==> config.mk <==
export PLATFORM = sky130hd
export DESIGN_NAME = page_frame_replacement_unit_top
export DESIGN_NICKNAME = d
export VERILOG_FILES = /design/src/rtl/pfru_pkg.sv /design/src/rtl/page_frame_replacement_unit_top.sv /design/src/rtl/pfru_entry_ram.sv
export SDC_FILE = /design/constraint.sdc
export NUM_CORES = 2
export LEC_CHECK = 0
export BUFFER_PORTS_ARGS = -buffer_cell sky130_fd_sc_hd__buf_2
export CAP_MARGIN = 0
export CORE_MARGIN = 4
export CORE_UTILIZATION = 30
export DETAILED_ROUTE_END_ITERATION = 8
export PLACE_DENSITY = 0.43
export SYNTH_ARGS = -nofsm -noshare
export SYNTH_HDL_FRONTEND = slang
export SYNTH_SLANG_ARGS = --single-unit
==> constraint.sdc <==
create_clock -name clk -period 9.4 [get_ports clk]
set_clock_uncertainty 0.1 [all_clocks]
set_input_delay 0.94 -clock clk [delete_from_list [all_inputs] [get_ports clk]]
set_output_delay 0.94 -clock clk [all_outputs]
set_load 0.05 [all_outputs]
==> src/rtl/pfru_pkg.sv <==
// Shared constants, codes and types of the page frame replacement unit.
package pfru_pkg;

	localparam int NUM_FRAMES_DEF = 32;

	// item codes
	localparam logic [2:0] FUNC_WRITE  = 3'd0;
	localparam logic [2:0] FUNC_CLRREF = 3'd1;
	localparam logic [2:0] FUNC_VICTIM = 3'd2;
	localparam logic [2:0] FUNC_UPDWS  = 3'd3;
	localparam logic [2:0] FUNC_FIND   = 3'd4;

	// victim policies
	localparam logic [1:0] POL_NRU   = 2'd0;
	localparam logic [1:0] POL_CLOCK = 2'd1;
	localparam logic [1:0] POL_WSET  = 2'd2;

	// register index (paddr[2])
	localparam logic REG_POLICY = 1'b0;
	localparam logic REG_WINDOW = 1'b1;

	// entry word kept in the table memory: page, owner, last use
	localparam int ENTRY_W = 64;

	typedef enum logic [9:0] {
		ST_IDLE  = 10'b00_0000_0001,
		ST_NRU   = 10'b00_0000_0010,
		ST_FIND  = 10'b00_0000_0100,
		ST_WSV   = 10'b00_0000_1000,
		ST_UPD   = 10'b00_0001_0000,
		ST_CCNT  = 10'b00_0010_0000,
		ST_CRED  = 10'b00_0100_0000,
		ST_CSEEK = 10'b00_1000_0000,
		ST_CWALK = 10'b01_0000_0000,
		ST_DONE  = 10'b10_0000_0000
	} state_t;

endpackage

==> src/rtl/page_frame_replacement_unit_top.sv <==
// Top level of the page frame replacement unit.
// The unit keeps a table of NUM_FRAMES page frames and serves one item at a time.
// Page number, owner and last-use time live in a single-port-read memory; the
// occupied, referenced and modified bits sit in flip-flops so that reset and the
// clear-referenced item take effect at once. Find, working-set update and
// working-set victim sweep the memory one entry a cycle. NRU sweeps the flag
// bits. Clock victim counts the occupied frames, reduces the hand by repeated
// subtraction, seeks the hand's frame and walks the ring clearing referenced
// bits. A finished result waits in the output register; the next item is
// taken once the unit is back to idle.
module page_frame_replacement_unit_top #(
	parameter int NUM_FRAMES = pfru_pkg::NUM_FRAMES_DEF
) (
	input  logic         clk,
	input  logic         arst_n,
	// func[2:0], frame_index[7:3], occupied[8], page_number[24:9],
	// process_id[40:25], referenced[41], modified[42], last_use[74:43],
	// current_time[106:75], zero pad [111:107]
	input  logic [111:0] s_tdata,
	input  logic         s_tvalid,
	output logic         s_tready,
	// result_frame[4:0], result_found[5], in_set_count[11:6], zero pad [15:12]
	output logic [15:0]  m_tdata,
	output logic         m_tvalid,
	input  logic         m_tready,
	input  logic         psel,
	input  logic         penable,
	input  logic         pwrite,
	input  logic [2:0]   paddr,
	input  logic [31:0]  pwdata,
	output logic [31:0]  prdata,
	output logic         pready
);

	localparam int FW = (NUM_FRAMES > 1) ? $clog2(NUM_FRAMES) : 1;
	localparam int CW = $clog2(NUM_FRAMES + 1);
	localparam int XW = (FW > 5) ? FW : 5;
	localparam int KW = (CW > 6) ? CW : 6;
	localparam logic [CW-1:0] N_C   = CW'(NUM_FRAMES);
	localparam logic [FW-1:0] LAST_F = FW'(NUM_FRAMES - 1);

	// input fields
	logic [2:0]  in_func;
	logic [4:0]  in_idx;
	logic        in_occ, in_ref, in_mod;
	logic [15:0] in_page, in_pid;
	logic [31:0] in_last, in_now;

	assign in_func = s_tdata[2:0];
	assign in_idx  = s_tdata[7:3];
	assign in_occ  = s_tdata[8];
	assign in_page = s_tdata[24:9];
	assign in_pid  = s_tdata[40:25];
	assign in_ref  = s_tdata[41];
	assign in_mod  = s_tdata[42];
	assign in_last = s_tdata[74:43];
	assign in_now  = s_tdata[106:75];

	// configuration
	logic [1:0]  policy_q;
	logic [31:0] window_q;

	assign pready = 1'b1;
	always_comb begin
		prdata = {30'd0, policy_q};
		if (paddr[2] == pfru_pkg::REG_WINDOW) begin
			prdata = window_q;
		end
	end

	always_ff @(posedge clk or negedge arst_n) begin
		if (!arst_n) begin
			policy_q <= '0;
			window_q <= '0;
		end else if (psel && penable && pwrite) begin
			if (paddr[2] == pfru_pkg::REG_POLICY) begin
				policy_q <= pwdata[1:0];
			end else begin
				window_q <= pwdata;
			end
		end
	end

	// flag bits per frame
	logic [NUM_FRAMES-1:0] valid_q, ref_q, dirty_q;

	// control and work registers
	pfru_pkg::state_t st_q;
	logic [CW-1:0] cnt_q, n_q, hand_q, rank_q;
	logic [FW-1:0] pos_q, sel_q, idx_s1;
	logic          found_q, any_q, rd_vld_s1;
	logic [1:0]    best_cls_q;
	logic [31:0]   best_age_q;
	logic [CW-1:0] count_q;
	logic [15:0]   page_q, pid_q;
	logic [31:0]   now_q;
	logic          m_tvalid_q;
	logic [15:0]   m_tdata_q;

	// memory port
	logic [XW-1:0]                  widx_x;
	logic                           wr_ok, ram_we, issue;
	logic [pfru_pkg::ENTRY_W-1:0]   rd_data;
	logic [31:0]                    rd_age;
	logic                           rd_hit;
	logic [1:0]                     cur_cls;
	logic [FW-1:0]                  cur_f;
	logic                           accept;
	logic                           out_load;

	assign accept = s_tvalid && s_tready;
	assign s_tready = (st_q == pfru_pkg::ST_IDLE);
	assign widx_x = XW'(in_idx);
	assign wr_ok  = (32'(in_idx) < NUM_FRAMES);
	assign ram_we = accept && (in_func == pfru_pkg::FUNC_WRITE) && wr_ok;
	assign issue  = ((st_q == pfru_pkg::ST_FIND) || (st_q == pfru_pkg::ST_WSV)
		|| (st_q == pfru_pkg::ST_UPD)) && (cnt_q < N_C);
	assign cur_f  = cnt_q[FW-1:0];
	// load the output register when the result is ready and the slot is free
	assign out_load = (st_q == pfru_pkg::ST_DONE) && (!m_tvalid_q || m_tready);

	pfru_entry_ram #(
		.DEPTH(NUM_FRAMES),
		.AW   (FW),
		.DW   (pfru_pkg::ENTRY_W)
	) u_ram (
		.clk  (clk),
		.we   (ram_we),
		.waddr(widx_x[FW-1:0]),
		.wdata({in_page, in_pid, in_last}),
		.raddr(cur_f),
		.rdata(rd_data)
	);

	// compare the entry read out last cycle
	assign rd_age  = now_q - rd_data[31:0];
	assign rd_hit  = valid_q[idx_s1] && (rd_data[63:48] == page_q)
		&& (rd_data[47:32] == pid_q);
	assign cur_cls = {ref_q[cur_f], dirty_q[cur_f]};

	logic [XW-1:0] sel_x;
	logic [KW-1:0] count_x;
	assign sel_x   = XW'(sel_q);
	assign count_x = KW'(count_q);

	always_ff @(posedge clk or negedge arst_n) begin
		if (!arst_n) begin
			st_q       <= pfru_pkg::ST_IDLE;
			valid_q    <= '0;
			ref_q      <= '0;
			dirty_q    <= '0;
			hand_q     <= '0;
			cnt_q      <= '0;
			rd_vld_s1  <= 1'b0;
			m_tvalid_q <= 1'b0;
			found_q    <= 1'b0;
			any_q      <= 1'b0;
		end else begin
			rd_vld_s1 <= issue;
			if (issue) begin
				cnt_q <= cnt_q + 1'b1;
			end
			if (out_load) begin
				m_tvalid_q <= 1'b1;
			end else if (m_tvalid_q && m_tready) begin
				m_tvalid_q <= 1'b0;
			end
			case (st_q)
				pfru_pkg::ST_IDLE: begin
					if (accept) begin
						found_q <= 1'b0;
						any_q   <= 1'b0;
						cnt_q   <= '0;
						n_q     <= '0;
						count_q <= '0;
						sel_q   <= '0;
						st_q    <= pfru_pkg::ST_DONE;
						case (in_func)
							pfru_pkg::FUNC_WRITE: begin
								if (wr_ok) begin
									valid_q[widx_x[FW-1:0]] <= in_occ;
									ref_q[widx_x[FW-1:0]]   <= in_ref;
									dirty_q[widx_x[FW-1:0]] <= in_mod;
								end
							end
							pfru_pkg::FUNC_CLRREF: ref_q <= '0;
							pfru_pkg::FUNC_VICTIM: begin
								case (policy_q)
									pfru_pkg::POL_NRU:   st_q <= pfru_pkg::ST_NRU;
									pfru_pkg::POL_CLOCK: st_q <= pfru_pkg::ST_CCNT;
									pfru_pkg::POL_WSET:  st_q <= pfru_pkg::ST_WSV;
									default:             st_q <= pfru_pkg::ST_DONE;
								endcase
							end
							pfru_pkg::FUNC_UPDWS: st_q <= pfru_pkg::ST_UPD;
							pfru_pkg::FUNC_FIND:  st_q <= pfru_pkg::ST_FIND;
							default:              st_q <= pfru_pkg::ST_DONE;
						endcase
					end
				end
				pfru_pkg::ST_NRU: begin
					// keep the first frame of the lowest class
					if (cnt_q < N_C) begin
						if (valid_q[cur_f] && (!any_q || cur_cls < best_cls_q)) begin
							any_q      <= 1'b1;
							best_cls_q <= cur_cls;
							sel_q      <= cur_f;
						end
						cnt_q <= cnt_q + 1'b1;
					end else begin
						found_q <= any_q;
						st_q    <= pfru_pkg::ST_DONE;
					end
				end
				pfru_pkg::ST_FIND: begin
					if (rd_vld_s1 && rd_hit) begin
						found_q <= 1'b1;
						sel_q   <= idx_s1;
						st_q    <= pfru_pkg::ST_DONE;
					end else if (!issue && !rd_vld_s1) begin
						st_q <= pfru_pkg::ST_DONE;
					end
				end
				pfru_pkg::ST_WSV: begin
					if (rd_vld_s1 && valid_q[idx_s1] && rd_age > window_q) begin
						found_q <= 1'b1;
						sel_q   <= idx_s1;
						st_q    <= pfru_pkg::ST_DONE;
					end else if (rd_vld_s1 && valid_q[idx_s1]) begin
						if (!any_q || rd_age > best_age_q) begin
							any_q      <= 1'b1;
							best_age_q <= rd_age;
							sel_q      <= idx_s1;
						end
					end else if (!issue && !rd_vld_s1) begin
						found_q <= any_q;
						st_q    <= pfru_pkg::ST_DONE;
					end
				end
				pfru_pkg::ST_UPD: begin
					if (rd_vld_s1 && valid_q[idx_s1] && rd_age <= window_q) begin
						count_q <= count_q + 1'b1;
					end
					if (!issue && !rd_vld_s1) begin
						st_q <= pfru_pkg::ST_DONE;
					end
				end
				pfru_pkg::ST_CCNT: begin
					// count the ring size
					if (cnt_q < N_C) begin
						n_q   <= n_q + CW'(valid_q[cur_f]);
						cnt_q <= cnt_q + 1'b1;
					end else if (n_q == '0) begin
						st_q <= pfru_pkg::ST_DONE;
					end else begin
						st_q <= pfru_pkg::ST_CRED;
					end
				end
				pfru_pkg::ST_CRED: begin
					// hand modulo ring size by repeated subtraction
					if (hand_q >= n_q) begin
						hand_q <= hand_q - n_q;
					end else begin
						cnt_q  <= '0;
						rank_q <= '0;
						st_q   <= pfru_pkg::ST_CSEEK;
					end
				end
				pfru_pkg::ST_CSEEK: begin
					// find the frame at ring position hand
					cnt_q <= cnt_q + 1'b1;
					if (valid_q[cur_f]) begin
						if (rank_q == hand_q) begin
							pos_q <= cur_f;
							st_q  <= pfru_pkg::ST_CWALK;
						end
						rank_q <= rank_q + 1'b1;
					end
				end
				pfru_pkg::ST_CWALK: begin
					// second chance walk over occupied frames
					pos_q <= (pos_q == LAST_F) ? '0 : pos_q + 1'b1;
					if (valid_q[pos_q]) begin
						hand_q <= (hand_q + 1'b1 == n_q) ? '0 : hand_q + 1'b1;
						if (!ref_q[pos_q]) begin
							found_q <= 1'b1;
							sel_q   <= pos_q;
							st_q    <= pfru_pkg::ST_DONE;
						end else begin
							ref_q[pos_q] <= 1'b0;
						end
					end
				end
				pfru_pkg::ST_DONE: begin
					if (out_load) begin
						m_tdata_q  <= {4'd0, count_x[5:0], found_q,
							found_q ? sel_x[4:0] : 5'd0};
						st_q       <= pfru_pkg::ST_IDLE;
					end
				end
				default: st_q <= pfru_pkg::ST_IDLE;
			endcase
		end
	end

	always_ff @(posedge clk) begin
		if (accept) begin
			page_q <= in_page;
			pid_q  <= in_pid;
			now_q  <= in_now;
		end
		idx_s1 <= cur_f;
	end

	assign m_tvalid = m_tvalid_q;
	assign m_tdata  = m_tdata_q;

endmodule

==> src/rtl/pfru_entry_ram.sv <==
// Frame table memory: one write port, one registered read port.
module pfru_entry_ram #(
	parameter int DEPTH = pfru_pkg::NUM_FRAMES_DEF,
	parameter int AW    = 5,
	parameter int DW    = pfru_pkg::ENTRY_W
) (
	input  logic          clk,
	input  logic          we,
	input  logic [AW-1:0] waddr,
	input  logic [DW-1:0] wdata,
	input  logic [AW-1:0] raddr,
	output logic [DW-1:0] rdata
);

	logic [DW-1:0] mem [DEPTH];

	always_ff @(posedge clk) begin
		if (we) begin
			mem[waddr] <= wdata;
		end
		rdata <= mem[raddr];
	end

endmodule

==> results.toml <==
[run_status]
status = "completed"

[power]
netSwitchingFraction_pct = 26.4
peakVddDrop_mv = 0.160
p_seq_share_pct = 44.4
clkPwrFrac_pct = 37.3
power.density_nw_per_um2 = 248
pwr-share-comb_pct = 18.3
p_int_w = 0.0205
p_leak_nw = 36.0
power.switching_w = 0.00736

[routing]
viasPerCell = 5.00
wl_um = 278000
routedWlPerCell_um = 29.0
vias = 48000
drt_iter0_markers = 4423
drt_first_pass_iters = 5
drc = 0
postRouteAntennaNets = 0

[clock_network]
cts_sinks = 2411
cts.clk_slew.worst_paths_ns = 0.05
cts.path.max_buffers = 4
cts_buffers = 278
postCtsHoldBufs = 1
cts_root_buffer = "clkbuf_16"
h-tree-depth = 5
clock_latency_ns = 0.87
cts_resized = 0
postCtsSetupBuffers = 0
cts_tree = "yes"

[critical_path]
critical_path.max_fanout = 9
crit_type = "reg -> reg"
worstSetupStartpoint = "now_q[1]"
critPathRequiredTime_ns = 10.06
reg2reg_slack_ns = 2.92
endpoint_kind = "flip-flop"
cp-start-kind = "flip-flop"
r2r_start = "now_q[1]"
crit_arrival_ns = 7.13
r2r-end = "found_q"
rr_worst_depth = 18

[final_layout]
final_common_cell = "edfxtp_1"
synthToLayoutAreaGrowth_pct = 15.9
drive_gt1_share_pct = 29.7
stdcell_count = 9596
final_nets = 5324
final_cell_mix = "2186 x edfxtp_1, 683 x mux4_2, 284 x clkbuf_16"

[synth]
yosysSeqAreaShare_pct = 73.2
synth_area_per_cell_um2 = 20.6
async_reset_ff_share_pct = 6.47
synth_top_area_share_pct = 67.7
ys_warn_count = 0
netlist_area_um2 = 96900
ys.flop_type = "edfxtp_1"
yosysTopAreaCell = "edfxtp_1"
synth_cell_types = 81
ys_ff_latch = 2411
synth_area_leaders = "edfxtp_1 68%, mux4_2 16%, dfrtp_1 4.0%"
synth_cells = 4715
synth_edf_count = 2186

[hold_path]
hold_path_class = "in -> reg"
whs_path_depth = 1
worstHoldEndpoint = "now_q[0]"
hold_path_startpoint = "s_tdata[75]"

[global_routing]
grt_antenna_before_repair = 69
track_usage_pct = 16.4
grt_max_degree = 132
overflow = 0
first_global_vias = 49400
grt_pass1_wl_um = 389000

[floorplanning]
die_area_um2 = 332000
placementRows = 208
die_y_um = 576
core_um2 = 321000
io_pins = 205
fp.dieW_um = 576
start_util_pct = 30.2

[timing]
worst_slack_ns = 2.92
timing.fmax_mhz = 154
period_needed_ns = 6.48
whs_ns = 0.145
rsz0062_at_grt = "false"
tightest_slew_ns = 1.32
final_max_slew_viol_count = 0
hold_viol_final = 0
finalSetupViolCount = 0
slew_headroom_pct = 12.3
period_share_pct = 68.9
setup_tns_ns = 0

[place]
hpwlAfterDp_um = 145000
dp_slack_ns = 2.69
gp_congestion = 0.763
portBuffers = 192
post-place-cells = 9079

[run]
maxCapViolations = 0
-- final cells by class --
| cell class | count | area [µm²] |
|---|---|---|
| well taps | 4305 | 5390 |
| multi-input cells | 1939 | 24800 |
| fillers | 29900 | 209000 |
| clock buffers | 391 | 7670 |
| diodes | 17 | 42.5 |
| clock inverters | 108 | 952 |
| flip-flops and latches | 2411 | 70900 |
| repair buffers | 286 | 1930 |
| inverters | 139 | 524 |
-- state kept, by name, indices dropped and copies added, names as in the netlist, 6 cells and up --
register / flops
best_age_q: 32
cnt_q: 6
count_q: 6
dirty_q: 32
hand_q: 6
m_tdata: 12
n_q: 6
now_q: 32
page_q: 16
pid_q: 16
rank_q: 6
ref_q: 32
st_q: 10
u_ram.mem: 2048
u_ram.rdata: 64
valid_q: 32
window_q: 32
-- routing by layer --
metal  vias to the layer above  routed length (µm)  GRT usage (%)
li1                      20100                   -              -
met1                     25900              126000           23.7
met2                      1459              129000           26.0
met3                       412               16400           2.78
met4                        20                6610           3.95
met5                         -                 107              0
-- worst max-delay path by stage --
stage                         end  slack, ns  depth (start not counted)
floorplan           best_age_q[0]       1.99                         19
global placement          found_q       2.68                         18
global route              found_q       2.30                         19
detailed placement       sel_q[1]       2.69                         17
CTS                       found_q       2.67                         19
finish                    found_q       2.92                         18
-- logic make-up (layout without fill, tap and decap cells) --
family                     after synthesis  in the layout  share of synthesized area (%)
AOI/OAI and AO/OA                      319            319                           2.05
xor gates and xnor gates                95             95                          0.859
adders and majority gates              115            115                           1.50
buffers and inverters                  368            924                           1.48
DFF                                   2411           2411                           73.2
muxes                                  872            872                           18.2
other                                    2             22                        0.00775
and+or+nand+nor                        533            533                           2.67
-- power by group through the flow --
stage / logic (W) / clock network (W) / registers [W]
floorplan: 0.00379 / 0 / 0.0125
global placement: 0.00521 / 0 / 0.0126
detailed placement: 0.00521 / 0 / 0.0126
CTS: 0.00522 / 0.0107 / 0.0124
global route: 0.00563 / 0.0111 / 0.0124
finish: 0.00510 / 0.0104 / 0.0124
-- worst max-delay path, cell delays in order (launching register included) --
cell and delay [ns]:
edfxtp_1 0.39, ha_1 0.30, nor2b_1 0.14, o31a_1 0.27, o41ai_1 0.47, a21oi_1 0.22, o21ai_0 0.46, a2111oi_0 0.24
o31ai_1 0.54, mux2i_1 0.23, nand4_1 0.19, ha_1 0.37, nand4_1 0.15, nor4_1 0.71, o31ai_1 0.19, a22oi_2 0.52
a211oi_1 0.22, nor4_1 0.28, mux2_2 0.37
-- stage by stage --
stage / utilization, % / total power, W / instance area, µm²
detailed placement: 32.2 / 0.0178 / 104000
global placement: 32.2 / 0.0178 / 104000
CTS: 34.9 / 0.0283 / 112000
floorplan: - / 0.0163 / 96900
global route: 34.9 / 0.0292 / 112000
finish: 34.9 / 0.0278 / 112000
-- synthesized netlist by cell type, types with 58 or more instances --
cell type	count
inv_1	139
a21oi_1	87
mux4_2	683
clkbuf_1	144
dfrtp_1	155
nand2_1	157
ha_1	113
buf_1	65
dfxtp_1	69
mux2_2	167
o21ai_0	80
edfxtp_1	2186
nor2_1	143
nand3_1	58
No activity file was read; power rests on OpenSTA's default activity.
